File: src/jsu_pkg.sv
// Shared types and codes for the JSON string unescape block.
// No dependencies; used by every module under src.

package jsu_pkg;

    localparam int RES_DEPTH = 8;
    localparam int MAX_RES = 3;

    localparam logic [1:0] RK_DATA   = 2'd0;
    localparam logic [1:0] RK_CLOSED = 2'd1;
    localparam logic [1:0] RK_ERROR  = 2'd2;

    localparam logic [2:0] ERR_NONE      = 3'd0;
    localparam logic [2:0] ERR_NO_QUOTE  = 3'd1;
    localparam logic [2:0] ERR_CTRL      = 3'd2;
    localparam logic [2:0] ERR_BAD_ESC   = 3'd3;
    localparam logic [2:0] ERR_BAD_HEX   = 3'd4;
    localparam logic [2:0] ERR_UNTERM    = 3'd5;
    localparam logic [2:0] ERR_UNTERM_ESC = 3'd6;
    localparam logic [2:0] ERR_SHORT_U   = 3'd7;

    typedef enum logic [3:0] {
        PH_WAIT = 4'b0001,
        PH_STR  = 4'b0010,
        PH_ESC  = 4'b0100,
        PH_HEX  = 4'b1000
    } phase_t;

    typedef struct packed {
        logic [1:0] kind;
        logic [7:0] data;
        logic [2:0] code;
        logic       last;
    } res_t;

    typedef struct packed {
        logic [1:0]       cnt;
        res_t [MAX_RES-1:0] res;
    } dec_t;

endpackage

File: src/jsu_decode.sv
// Per-byte decoder with the string phase, hex accumulator and digit count.
// Depends on jsu_pkg for result types and codes.

module jsu_decode
(
    input  logic              clk,
    input  logic              rst_n,
    input  logic              fire,
    input  logic              kind,
    input  logic [7:0]        in_byte,
    output jsu_pkg::dec_t     dec
);

    jsu_pkg::phase_t phase_reg, phase_next;
    logic [15:0]     acc_reg, acc_next;
    logic [1:0]      cnt_reg, cnt_next;

    logic [4:0]  hex_d;
    logic [15:0] cp;
    logic [8:0]  esc;

    always_comb
    begin
        hex_d = 5'h10;
        if (in_byte >= 8'h30 && in_byte <= 8'h39)
            hex_d = {1'b0, in_byte[3:0]};
        else if ((in_byte >= 8'h61 && in_byte <= 8'h66) ||
                 (in_byte >= 8'h41 && in_byte <= 8'h46))
            hex_d = {1'b0, in_byte[3:0] + 4'd9};
    end

    always_comb
    begin
        case (in_byte)
            8'h22:   esc = {1'b1, 8'h22};
            8'h5C:   esc = {1'b1, 8'h5C};
            8'h2F:   esc = {1'b1, 8'h2F};
            8'h62:   esc = {1'b1, 8'h08};
            8'h66:   esc = {1'b1, 8'h0C};
            8'h6E:   esc = {1'b1, 8'h0A};
            8'h72:   esc = {1'b1, 8'h0D};
            8'h74:   esc = {1'b1, 8'h09};
            default: esc = 9'h000;
        endcase
    end

    assign cp = {acc_reg[11:0], hex_d[3:0]};

    always_comb
    begin
        phase_next = phase_reg;
        acc_next   = acc_reg;
        cnt_next   = cnt_reg;
        dec        = '0;
        case (phase_reg)
            jsu_pkg::PH_STR:
            begin
                if (kind)
                begin
                    phase_next = jsu_pkg::PH_WAIT;
                    dec.cnt = 2'd1;
                    dec.res[0].kind = jsu_pkg::RK_ERROR;
                    dec.res[0].code = jsu_pkg::ERR_UNTERM;
                end
                else if (in_byte == 8'h22)
                begin
                    phase_next = jsu_pkg::PH_WAIT;
                    dec.cnt = 2'd1;
                    dec.res[0].kind = jsu_pkg::RK_CLOSED;
                end
                else if (in_byte < 8'h20)
                begin
                    phase_next = jsu_pkg::PH_WAIT;
                    dec.cnt = 2'd1;
                    dec.res[0].kind = jsu_pkg::RK_ERROR;
                    dec.res[0].code = jsu_pkg::ERR_CTRL;
                end
                else if (in_byte == 8'h5C)
                begin
                    phase_next = jsu_pkg::PH_ESC;
                end
                else
                begin
                    dec.cnt = 2'd1;
                    dec.res[0].kind = jsu_pkg::RK_DATA;
                    dec.res[0].data = in_byte;
                end
            end
            jsu_pkg::PH_ESC:
            begin
                if (kind)
                begin
                    phase_next = jsu_pkg::PH_WAIT;
                    dec.cnt = 2'd1;
                    dec.res[0].kind = jsu_pkg::RK_ERROR;
                    dec.res[0].code = jsu_pkg::ERR_UNTERM_ESC;
                end
                else if (in_byte == 8'h75)
                begin
                    phase_next = jsu_pkg::PH_HEX;
                    acc_next   = '0;
                    cnt_next   = '0;
                end
                else if (!esc[8])
                begin
                    phase_next = jsu_pkg::PH_WAIT;
                    dec.cnt = 2'd1;
                    dec.res[0].kind = jsu_pkg::RK_ERROR;
                    dec.res[0].code = jsu_pkg::ERR_BAD_ESC;
                end
                else
                begin
                    phase_next = jsu_pkg::PH_STR;
                    dec.cnt = 2'd1;
                    dec.res[0].kind = jsu_pkg::RK_DATA;
                    dec.res[0].data = esc[7:0];
                end
            end
            jsu_pkg::PH_HEX:
            begin
                if (kind || hex_d[4])
                begin
                    phase_next = jsu_pkg::PH_WAIT;
                    dec.cnt = 2'd1;
                    dec.res[0].kind = jsu_pkg::RK_ERROR;
                    dec.res[0].code = kind ? jsu_pkg::ERR_SHORT_U : jsu_pkg::ERR_BAD_HEX;
                end
                else
                begin
                    acc_next = cp;
                    if (cnt_reg == 2'd3)
                    begin
                        cnt_next   = '0;
                        phase_next = jsu_pkg::PH_STR;
                        dec.res[0].kind = jsu_pkg::RK_DATA;
                        dec.res[1].kind = jsu_pkg::RK_DATA;
                        dec.res[2].kind = jsu_pkg::RK_DATA;
                        if (cp <= 16'h007F)
                        begin
                            dec.cnt = 2'd1;
                            dec.res[0].data = cp[7:0];
                        end
                        else if (cp <= 16'h07FF)
                        begin
                            dec.cnt = 2'd2;
                            dec.res[0].data = 8'hC0 | {3'b000, cp[10:6]};
                            dec.res[1].data = 8'h80 | {2'b00, cp[5:0]};
                        end
                        else
                        begin
                            dec.cnt = 2'd3;
                            dec.res[0].data = 8'hE0 | {4'b0000, cp[15:12]};
                            dec.res[1].data = 8'h80 | {2'b00, cp[11:6]};
                            dec.res[2].data = 8'h80 | {2'b00, cp[5:0]};
                        end
                    end
                    else
                    begin
                        cnt_next = cnt_reg + 2'd1;
                    end
                end
            end
            default:
            begin
                phase_next = jsu_pkg::PH_WAIT;
                if (!kind)
                begin
                    if (in_byte == 8'h22)
                    begin
                        phase_next = jsu_pkg::PH_STR;
                    end
                    else
                    begin
                        dec.cnt = 2'd1;
                        dec.res[0].kind = jsu_pkg::RK_ERROR;
                        dec.res[0].code = jsu_pkg::ERR_NO_QUOTE;
                    end
                end
            end
        endcase
        case (dec.cnt)
            2'd1:    dec.res[0].last = 1'b1;
            2'd2:    dec.res[1].last = 1'b1;
            2'd3:    dec.res[2].last = 1'b1;
            default: ;
        endcase
    end

    always_ff @(posedge clk or negedge rst_n)
    begin
        if (!rst_n)
        begin
            phase_reg <= jsu_pkg::PH_WAIT;
            acc_reg   <= '0;
            cnt_reg   <= '0;
        end
        else if (fire)
        begin
            phase_reg <= phase_next;
            acc_reg   <= acc_next;
            cnt_reg   <= cnt_next;
        end
    end

endmodule

File: src/jsu_result_fifo.sv
// Result queue: takes up to three results per cycle, hands out one per transfer.
// Depends on jsu_pkg for the result and bundle types.

module jsu_result_fifo
#(
    parameter int DEPTH = jsu_pkg::RES_DEPTH
)
(
    input  logic          clk,
    input  logic          rst_n,
    input  logic          push,
    input  jsu_pkg::dec_t dec,
    output logic          room,
    output logic          out_valid,
    input  logic          out_stall,
    output jsu_pkg::res_t head
);

    localparam int PW = $clog2(DEPTH);
    localparam int CW = $clog2(DEPTH + 1);

    jsu_pkg::res_t mem_reg [DEPTH];
    logic [PW-1:0] wr_reg, wr_next, rd_reg, rd_next;
    logic [CW-1:0] cnt_reg, cnt_next;
    logic [1:0]    push_n;
    logic          pop;

    function automatic logic [PW-1:0] wrap_add(input logic [PW-1:0] b, input logic [1:0] k);
        logic [PW:0] s;
        s = {1'b0, b} + (PW+1)'(k);
        if (s >= (PW+1)'(DEPTH))
            s = s - (PW+1)'(DEPTH);
        return s[PW-1:0];
    endfunction

    assign push_n    = push ? dec.cnt : 2'd0;
    assign out_valid = (cnt_reg != '0);
    assign pop       = out_valid && !out_stall;
    assign head      = mem_reg[rd_reg];
    assign room      = (cnt_reg <= CW'(DEPTH - jsu_pkg::MAX_RES));

    always_comb
    begin
        wr_next  = wrap_add(wr_reg, push_n);
        rd_next  = pop ? wrap_add(rd_reg, 2'd1) : rd_reg;
        cnt_next = cnt_reg + CW'(push_n) - CW'(pop);
    end

    always_ff @(posedge clk)
    begin
        for (int k = 0; k < jsu_pkg::MAX_RES; k++)
        begin
            if (2'(k) < push_n)
                mem_reg[wrap_add(wr_reg, 2'(k))] <= dec.res[k];
        end
    end

    always_ff @(posedge clk or negedge rst_n)
    begin
        if (!rst_n)
        begin
            wr_reg  <= '0;
            rd_reg  <= '0;
            cnt_reg <= '0;
        end
        else
        begin
            wr_reg  <= wr_next;
            rd_reg  <= rd_next;
            cnt_reg <= cnt_next;
        end
    end

endmodule

File: src/json_string_unescape_core.sv
// Top level of the JSON string unescape block: input register, decoder, result queue.
// Depends on jsu_pkg, jsu_decode and jsu_result_fifo.

// Decodes one quoted JSON string from a byte stream: one input transfer per cycle while
// in_stall is low, each giving zero to three results (a \u escape gives up to three
// UTF-8 bytes). An input transfer lands in an input register, is decoded once the result
// queue has room, and its results are written into the DEPTH-entry result queue. Results
// leave one per cycle while out_stall is low, so the input sustains one byte per cycle
// whenever the output keeps up, and in_stall rises only while the queue has fewer than
// three free entries with a byte waiting to be decoded.

module json_string_unescape_core
#(
    parameter int DEPTH = jsu_pkg::RES_DEPTH
)
(
    input  logic       clk,
    input  logic       rst_n,
    input  logic       in_valid,
    output logic       in_stall,
    input  logic       kind,
    input  logic [7:0] in_byte,
    output logic       out_valid,
    input  logic       out_stall,
    output logic [1:0] result_kind,
    output logic [7:0] out_byte,
    output logic [2:0] error_code,
    output logic       last
);

    logic          vld_reg, vld_next;
    logic          kind_reg;
    logic [7:0]    byte_reg;
    logic          room;
    logic          consume;
    logic          accept;
    jsu_pkg::dec_t dec;
    jsu_pkg::res_t head;

    assign consume  = vld_reg && room;
    assign in_stall = vld_reg && !room;
    assign accept   = in_valid && !in_stall;

    always_comb
    begin
        vld_next = vld_reg;
        if (accept)
            vld_next = 1'b1;
        else if (consume)
            vld_next = 1'b0;
    end

    always_ff @(posedge clk or negedge rst_n)
    begin
        if (!rst_n)
            vld_reg <= 1'b0;
        else
            vld_reg <= vld_next;
    end

    always_ff @(posedge clk)
    begin
        if (accept)
        begin
            kind_reg <= kind;
            byte_reg <= in_byte;
        end
    end

    jsu_decode u_decode
    (
        .clk     (clk),
        .rst_n   (rst_n),
        .fire    (consume),
        .kind    (kind_reg),
        .in_byte (byte_reg),
        .dec     (dec)
    );

    jsu_result_fifo #(.DEPTH(DEPTH)) u_fifo
    (
        .clk       (clk),
        .rst_n     (rst_n),
        .push      (consume),
        .dec       (dec),
        .room      (room),
        .out_valid (out_valid),
        .out_stall (out_stall),
        .head      (head)
    );

    assign result_kind = head.kind;
    assign out_byte    = head.data;
    assign error_code  = head.code;
    assign last        = head.last;

    a_nondata_byte_zero: assert property (@(posedge clk) disable iff (!rst_n)
        out_valid && result_kind != jsu_pkg::RK_DATA |-> out_byte == 8'h00)
        else $error("non-data result carries a byte");

    a_code_only_on_error: assert property (@(posedge clk) disable iff (!rst_n)
        out_valid && result_kind != jsu_pkg::RK_ERROR |-> error_code == jsu_pkg::ERR_NONE)
        else $error("error code on non-error result");

    a_terminal_is_last: assert property (@(posedge clk) disable iff (!rst_n)
        out_valid && (result_kind == jsu_pkg::RK_ERROR || result_kind == jsu_pkg::RK_CLOSED)
        |-> last)
        else $error("closed or error result not marked last");

    a_stall_holds_input: assert property (@(posedge clk) disable iff (!rst_n)
        in_stall |=> vld_reg && $stable(byte_reg) && $stable(kind_reg))
        else $error("input register changed while stalled");

endmodule
File: config.mk
export PLATFORM = sky130hd
export DESIGN_NAME = json_string_unescape_core
export DESIGN_NICKNAME = d
export VERILOG_FILES = /design/src/jsu_pkg.sv /design/src/jsu_decode.sv /design/src/jsu_result_fifo.sv /design/src/json_string_unescape_core.sv
export SDC_FILE = /design/constraint.sdc
export NUM_CORES = 1
export LEC_CHECK = 0
export BUFFER_PORTS_ARGS = -buffer_cell sky130_fd_sc_hd__buf_4
export CAP_MARGIN = 20
export CORE_MARGIN = 4
export CORE_UTILIZATION = 60
export CTS_CLUSTER_SIZE = 28
export DETAILED_ROUTE_END_ITERATION = 6
export HOLD_SLACK_MARGIN = 0.03
export PLACE_DENSITY = 0.81
export SLEW_MARGIN = 0
export SYNTH_ARGS = -nofsm -noshare
export SYNTH_HDL_FRONTEND = slang
export SYNTH_SLANG_ARGS = --single-unit
File: constraint.sdc
create_clock -name clk -period 5.2 [get_ports clk]
set_clock_uncertainty 0.2 [all_clocks]
set_input_delay 1.04 -clock clk [delete_from_list [all_inputs] [get_ports clk]]
set_output_delay 1.04 -clock clk [all_outputs]
set_load 0.02 [all_outputs]
==> flow_summary.yaml, run 1 <==
power:
  irDropWorstVdd_uv: 388
  power_switching_share_pct: 35.7
  seq_power_share_pct: 39.3
  cellInternalPower_uw: 2790
  pwr-share-comb_pct: 33.8
  power.share.clock_pct: 26.9
  powerDensity_nw_per_um2: 455
  static-leakage-power_uw: 0.00350
  total_switching_power_uw: 1550
clock_tree:
  cts_hold_buffers: 0
  cts_buffers: 17
  cts-htree-levels: 4
  cts.sinks: 150
  cts_tree: "yes"
  cts_repair_resize_count: 0
  postCtsSetupRepairBufs: 0
  buffer_type_at_the_clock_tree_root: "sky130_fd_sc_hd__clkbuf_16"
  clock_path_buffers: 2
  cts.clk_slew.worst_paths_ps: 60
  skew_pair_late_insertion_delay_ps: 420
timing:
  post-route-worst-setup-slack_ps: 784
  period_utilization_pct: 84.9
  totalNegativeSetupSlack_ps: 0
  period_minus_slack_ps: 4420
  fmax_mhz: 226
  timing_hold_violations_final: 0
  hold_ws_ps: 296
  rsz0062_at_grt: "false"
  setup-violations-final: 0
  report.final.slew_viol_count: 0
  worst_slew_pin_slew_ps: 1080
  worst_max_slew_margin_expressed_relative_to_the_limit_pct: 27.3
critical_path:
  critical_path_peak_fanout: 16
  crit_path_top_delay_cell: "sky130_fd_sc_hd__a211oi_4"
  worstPathRequired_ps: 5120
  critical_path.cell_chain: "inv_1, ha_1, or3b_2, nor2_1, o32ai_2, a211oi_4, a2111oi_4, or3_1, nor2b_1"
  timing.critical_path.from: "byte_reg[0]"
  critical_path.startpoint_type: "flip-flop"
  endpoint_kind: "flip-flop"
  worst_path_largest_cell_delay_ps: 790
  critical_path.reg2reg.startpoint: "byte_reg[0]"
  cell_class_contributing_the_biggest_share_of_worst_path_delay: "simple AND/OR/NAND/NOR gates"
  worstPathBufferInverterCount: 1
  critical_path_class: "reg -> reg"
  worstPathArrival_ps: 4340
logic_synthesis:
  yosys_top_cell_by_area: "sky130_fd_sc_hd__edfxtp_1"
  synth_compound_area_share_pct: 16.2
  ys_dominant_reg_cell: "sky130_fd_sc_hd__edfxtp_1"
  post_synth_and_or_nand_nor_area_fraction_pct: 16.5
  netlist_instances: 797
  netlist_top_cells_area: "sky130_fd_sc_hd__edfxtp_1 (26%), sky130_fd_sc_hd__dfxtp_1 (11%), sky130_fd_sc_hd__dfrtp_1 (8.2%)"
  synth.avg_cell_area_sq_um: 10.8
  synth_top_cell_area_share_pct: 25.6
  synthMuxAreaShare_pct: 15.2
  synthesis.yosys.warnings: 0
  ys_seq_area_share_pct: 45.2
  mappedNetlistArea_sq_um: 8580
  ys_top_cells_by_count: "sky130_fd_sc_hd__nor2_1 (87), sky130_fd_sc_hd__nand2_1 (85), sky130_fd_sc_hd__edfxtp_1 (73)"
  post_synth_adder_cell_area_pct: 2.65
  ys_types: 77
  synth_top_family_by_area: "simple AND/OR/NAND/NOR gates"
  yosys_register_bits: 150
  synthXorXnorAreaFrac_pct: 0.919
  synth-edff-count: 73
  synthMostInstantiatedCell: "sky130_fd_sc_hd__nor2_1"
  synth.net_count: 827
  ys_async_sr_fraction_pct: 19.3
detailed_routing:
  drt_first_iter_violations: 807
  route.detailed.wl_per_inst_microns: 22.8
  firstDrtPassIters: 7
  route.antenna.remaining_nets: 0
  drc: 5
  routed-via-count: 6861
  route.detailed.vias_per_inst: 6.79
  finalWirelength_microns: 23000
flow_run:
  max_cap_viol_count: 0
placed_design:
  dp.cells: 977
  gpl.final_weighted_congestion: 0.995
  placement.setup.worst_slack_ps: 848
  dpl.hpwl_microns: 16700
  port-buffer-count: 28
  placed_instance_area_sq_um: 8950
global_routing:
  grt.overflow.total: 0
  antenna_found_initial: 0
  grt_start_max_net_pins: 30
  first_pass_grt_wire_length_microns: 36800
  grtUsageTotal_pct: 29.1
  first_global_vias: 6718
layout:
  antenna_cells: 0
  syn_to_final_growth_pct: 11.1
  design_area_sq_um: 9530
  largest_register_ffs: 112
  final_nets: 848
  final-instance-count-excl-fill: 1011
  layout-drive-gt1-share_pct: 17.9
hold_path:
  hold_class: "reg -> reg"
  timing.hold.worst.start: "u_fifo.mem_reg[2][3]"
floorplanning:
  die_x_microns: 128
  io_pins: 29
  rows: 43
  chipHeight_microns: 128
  full_die_area_sq_um: 16300
  initial_utilization_pct: 61.6
  core_area_sq_um: 13900
run_status:
  failed_checks: "design-rule violations"
  run_status: "finished with violations"
==> layout make-up <==
class	instances	area (sq um)
flip-flops and latches	150	3880
multi-input cells	582	4440
inverters	21	78.8
fillers	1008	4400
well taps	180	225
clock inverters	6	37.5
repair buffers	46	347
clock buffers	26	523
==> worst reg2reg max path, delay by kind of cell, from the launching register on <==
family          cells  cell delay [ps]
compound gates      3             1320
buf+inv             1              130
simple gates        4             1760
fa+ha+maj           1              190
flops               1              510
==> final timing paths <==
kind | endpoint | slack [ps] | cells after the start
worst max-delay path | u_fifo.mem_reg[3][11] | 780 | 9
worst min register to register | u_fifo.mem_reg[2][3] | 300 | 2
worst min-delay path | u_fifo.mem_reg[2][3] | 300 | 2
max in group asynchronous | u_decode.phase_reg[0] | 4130 | 1
worst max register to register | u_fifo.mem_reg[3][11] | 780 | 9
min in group asynchronous | vld_reg | 340 | 1
==> logic make-up after synthesis <==
| family | count (synthesis) |
|---|---|
| buffers and inverters | 65 |
| adders and majority gates | 17 |
| DFF | 150 |
| and+or+nand+nor | 279 |
| muxes | 93 |
| AOI/OAI and AO/OA | 184 |
| xor gates and xnor gates | 9 |
==> cell usage in the layout, fill, tap and decap left out, types with 6 or more instances in the layout <==
cell,instances
sky130_fd_sc_hd__mux2_2,16
sky130_fd_sc_hd__edfxtp_1,73
sky130_fd_sc_hd__dfxtp_1,48
sky130_fd_sc_hd__nand2b_1,10
sky130_fd_sc_hd__a221oi_1,19
sky130_fd_sc_hd__a22o_1,15
sky130_fd_sc_hd__o21ai_0,12
sky130_fd_sc_hd__xor2_1,6
sky130_fd_sc_hd__a21o_1,7
sky130_fd_sc_hd__nand2_1,85
sky130_fd_sc_hd__buf_4,43
sky130_fd_sc_hd__nor2_1,87
sky130_fd_sc_hd__inv_1,21
sky130_fd_sc_hd__nor3_1,18
sky130_fd_sc_hd__mux2i_1,49
sky130_fd_sc_hd__or3_1,6
sky130_fd_sc_hd__nand3_1,17
sky130_fd_sc_hd__ha_1,15
sky130_fd_sc_hd__a22oi_1,7
sky130_fd_sc_hd__o211ai_1,17
sky130_fd_sc_hd__clkbuf_16,19
sky130_fd_sc_hd__a221o_1,8
sky130_fd_sc_hd__a21oi_1,57
sky130_fd_sc_hd__dfrtp_1,27
sky130_fd_sc_hd__nor2b_1,7
sky130_fd_sc_hd__mux4_2,28
==> power groups by stage <==
| stage | clock [uW] | sequential, uW | combinational, uW |
|---|---|---|---|
| finish | 1170 | 1710 | 1470 |
| global placement | 0 | 1710 | 1400 |
| global route | 1230 | 1740 | 1590 |
| floorplan | 0 | 1540 | 1180 |
| CTS | 1170 | 1710 | 1460 |
| detailed placement | 0 | 1730 | 1460 |
==> metrics by stage <==
stage / total power (uW) / util (%)
6_report: 4340 / 68.4
5_1_grt: 4560 / 68.4
4_1_cts: 4340 / 68.3
3_5_place_dp: 3190 / 64.2
3_3_place_gp: 3110 / 64.2
2_1_floorplan: 2720 / -
==> layer usage <==
layer	up-vias	share of wire, %	global-route usage, %
met5	-	0	0
met4	0	2.5	9.93
met3	60	7.9	6.19
met2	394	48	46.4
met1	3322	42	40.0
li1	3085	-	-
Note: power is estimated with default switching activity, not from simulation.
==> inputs of run 2 (changes only) <==
==> constraint.sdc (replaced) <==
create_clock -name clk -period 4.6 [get_ports clk]
set_clock_uncertainty 0.2 [all_clocks]
set_input_delay 0.92 -clock clk [delete_from_list [all_inputs] [get_ports clk]]
set_output_delay 0.92 -clock clk [all_outputs]
set_load 0.02 [all_outputs]
==> flow_summary.yaml, run 2 (synthesis results as in run 1) <==
detailed_routing:
  finalWirelength_microns: 24200
  firstDrtPassIters: 7
  routed-via-count: 6854
  drc: 1
  route.antenna.remaining_nets: 0
  drt_first_iter_violations: 896
  route.detailed.wl_per_inst_microns: 23.9
  route.detailed.vias_per_inst: 6.76
clock_tree:
  cts.clk_slew.worst_paths_ps: 70
  buffer_type_at_the_clock_tree_root: "sky130_fd_sc_hd__clkbuf_16"
  cts_tree: "yes"
  cts_repair_resize_count: 0
  clock_path_buffers: 2
  postCtsSetupRepairBufs: 0
  cts.sinks: 150
  cts_buffers: 17
  cts_hold_buffers: 0
  skew_pair_late_insertion_delay_ps: 430
  cts-htree-levels: 4
layout:
  layout.cells.most_common_list: "sky130_fd_sc_hd__nor2_1 (87), sky130_fd_sc_hd__nand2_1 (85), sky130_fd_sc_hd__edfxtp_1 (73)"
  antenna_cells: 0
  layout.cells.most_common: "sky130_fd_sc_hd__nor2_1"
  largest_register_ffs: 112
  syn_to_final_growth_pct: 12.0
  final_nets: 851
  layout-drive-gt1-share_pct: 18.7
flow_run:
  max_cap_viol_count: 0
critical_path:
  cell_class_contributing_the_biggest_share_of_worst_path_delay: "simple AND/OR/NAND/NOR gates"
  worstPathRequired_ps: 4580
  r2r_cells: 10
  endpoint_kind: "flip-flop"
  critical_path.cell_chain: "inv_1, ha_1, or3b_2, a21oi_1, or4_1, a211oi_4, buf_4, nor3_1, or3_1, nor2b_1"
  worst_path_largest_cell_delay_ps: 610
  critical_path_depth: 10
  critical_path_peak_fanout: 30
  worstPathBufferInverterCount: 2
  critical_path.startpoint_type: "flip-flop"
  crit_path_top_delay_cell: "sky130_fd_sc_hd__or4_1"
  critical_path_class: "reg -> reg"
  worstPathArrival_ps: 3940
timing:
  worst_slew_pin_slew_ps: 1020
  timing_hold_violations_final: 0
  setup-violations-final: 0
  period_minus_slack_ps: 3960
  period_utilization_pct: 86.0
  report.final.slew_viol_count: 0
  rsz0062_at_grt: "false"
  fmax_mhz: 253
  totalNegativeSetupSlack_ps: 0
  worst_max_slew_margin_expressed_relative_to_the_limit_pct: 31.8
power:
  seq_power_share_pct: 36.8
  pwr-share-comb_pct: 34.5
  static-leakage-power_uw: 0.00354
  irDropWorstVdd_uv: 708
  powerDensity_nw_per_um2: 527
  cellInternalPower_uw: 3220
  total_switching_power_uw: 1840
  totalPowerFinal_uw: 5060
  power.share.clock_pct: 28.7
  power_switching_share_pct: 36.3
floorplanning:
  rows: 43
  chipHeight_microns: 128
  die_x_microns: 128
  initial_utilization_pct: 61.6
  core_area_sq_um: 13900
  io_pins: 29
  full_die_area_sq_um: 16300
hold_path:
  hold_class: "in -> async"
global_routing:
  grt_start_max_net_pins: 31
  first_global_vias: 6664
  grtUsageTotal_pct: 30.6
  antenna_found_initial: 1
  first_pass_grt_wire_length_microns: 38400
  grt.overflow.total: 0
placed_design:
  dpl.hpwl_microns: 17100
  port-buffer-count: 28
  gpl.final_weighted_congestion: 1.02
run_status:
  run_status: "finished with violations"
  failed_checks: "design-rule violations"
[run 2: cell count changes in the layout (fill, tap and decap cells not counted), moves of 2 or more]
cell | before | now
sky130_fd_sc_hd__inv_8 | 0 | 3
sky130_fd_sc_hd__clkinv_4 | 1 | 4
sky130_fd_sc_hd__buf_4 | 43 | 49
sky130_fd_sc_hd__clkbuf_1 | 4 | 0
sky130_fd_sc_hd__inv_4 | 3 | 1
sky130_fd_sc_hd__clkbuf_8 | 2 | 0
sky130_fd_sc_hd__inv_6 | 0 | 2
sky130_fd_sc_hd__bufinv_16 | 0 | 2
[run 2: per-stage QoR]
| stage | instances | utilization, % | instance area (sq um) | setup WS (ps) | hold slack (ps) |
|---|---|---|---|---|---|
| after CTS | 1014 | 68.9 | 9610 | 684 | 214 |
| after global routing | 1014 | 68.9 | 9610 | 427 | 232 |
| after floorplan | 797 | - | 8580 | 932 | 255 |
| final | 1014 | 68.9 | 9610 | 644 | 212 |
| after detailed placement | 982 | 64.5 | 8990 | 700 | 277 |
| after global placement | 981 | 64.5 | 8980 | 804 | 268 |
[run 2: cell type report]
class                           count  area [sq um]
Multi-Input combinational cell    582          4440
Fill cell                         964          4330
Sequential cell                   150          3880
Clock buffer                       18           450
Timing Repair Buffer               49           368
Tap cell                          180           225
Clock inverter                     14           163
Inverter                           21          78.8
[run 2: power groups by stage]
stage	logic, uW	registers, uW	clock network [uW]
2_1_floorplan	1330	1740	0
3_3_place_gp	1680	1860	0
3_5_place_dp	1730	1880	0
4_1_cts	1750	1860	1450
5_1_grt	1890	1890	1530
6_report	1750	1860	1450
[run 2: worst reg2reg max path: cells and delay by family, from the launching register on]
kind	cells	cell delay (ps)
buffers and inverters	2	500
flip-flops	1	490
AO/OA/AOI/OAI	2	350
AND/OR/NAND/NOR	5	1910
adder cells (fa/ha/maj)	1	250
[run 2: per-layer routing]
layer	wire length, microns	global-route usage, %	vias up
met1	10300	43.9	3281
met4	615	10.3	2
met3	2260	6.69	58
met2	11000	46.7	428
met5	13	0	-
li1	-	-	3085
[run 2: worst paths after layout]
check                                           from                     to  slack [ps]
worst max-delay path                     byte_reg[0]  u_fifo.mem_reg[4][11]         640
worst min-delay path                           rst_n    u_decode.acc_reg[3]         210
worst max register to register           byte_reg[0]  u_fifo.mem_reg[4][11]         640
worst min register to register  u_fifo.mem_reg[3][3]   u_fifo.mem_reg[3][3]         290
max in group asynchronous                      rst_n  u_decode.phase_reg[0]        3670
min in group clk                u_fifo.mem_reg[3][3]   u_fifo.mem_reg[3][3]         290
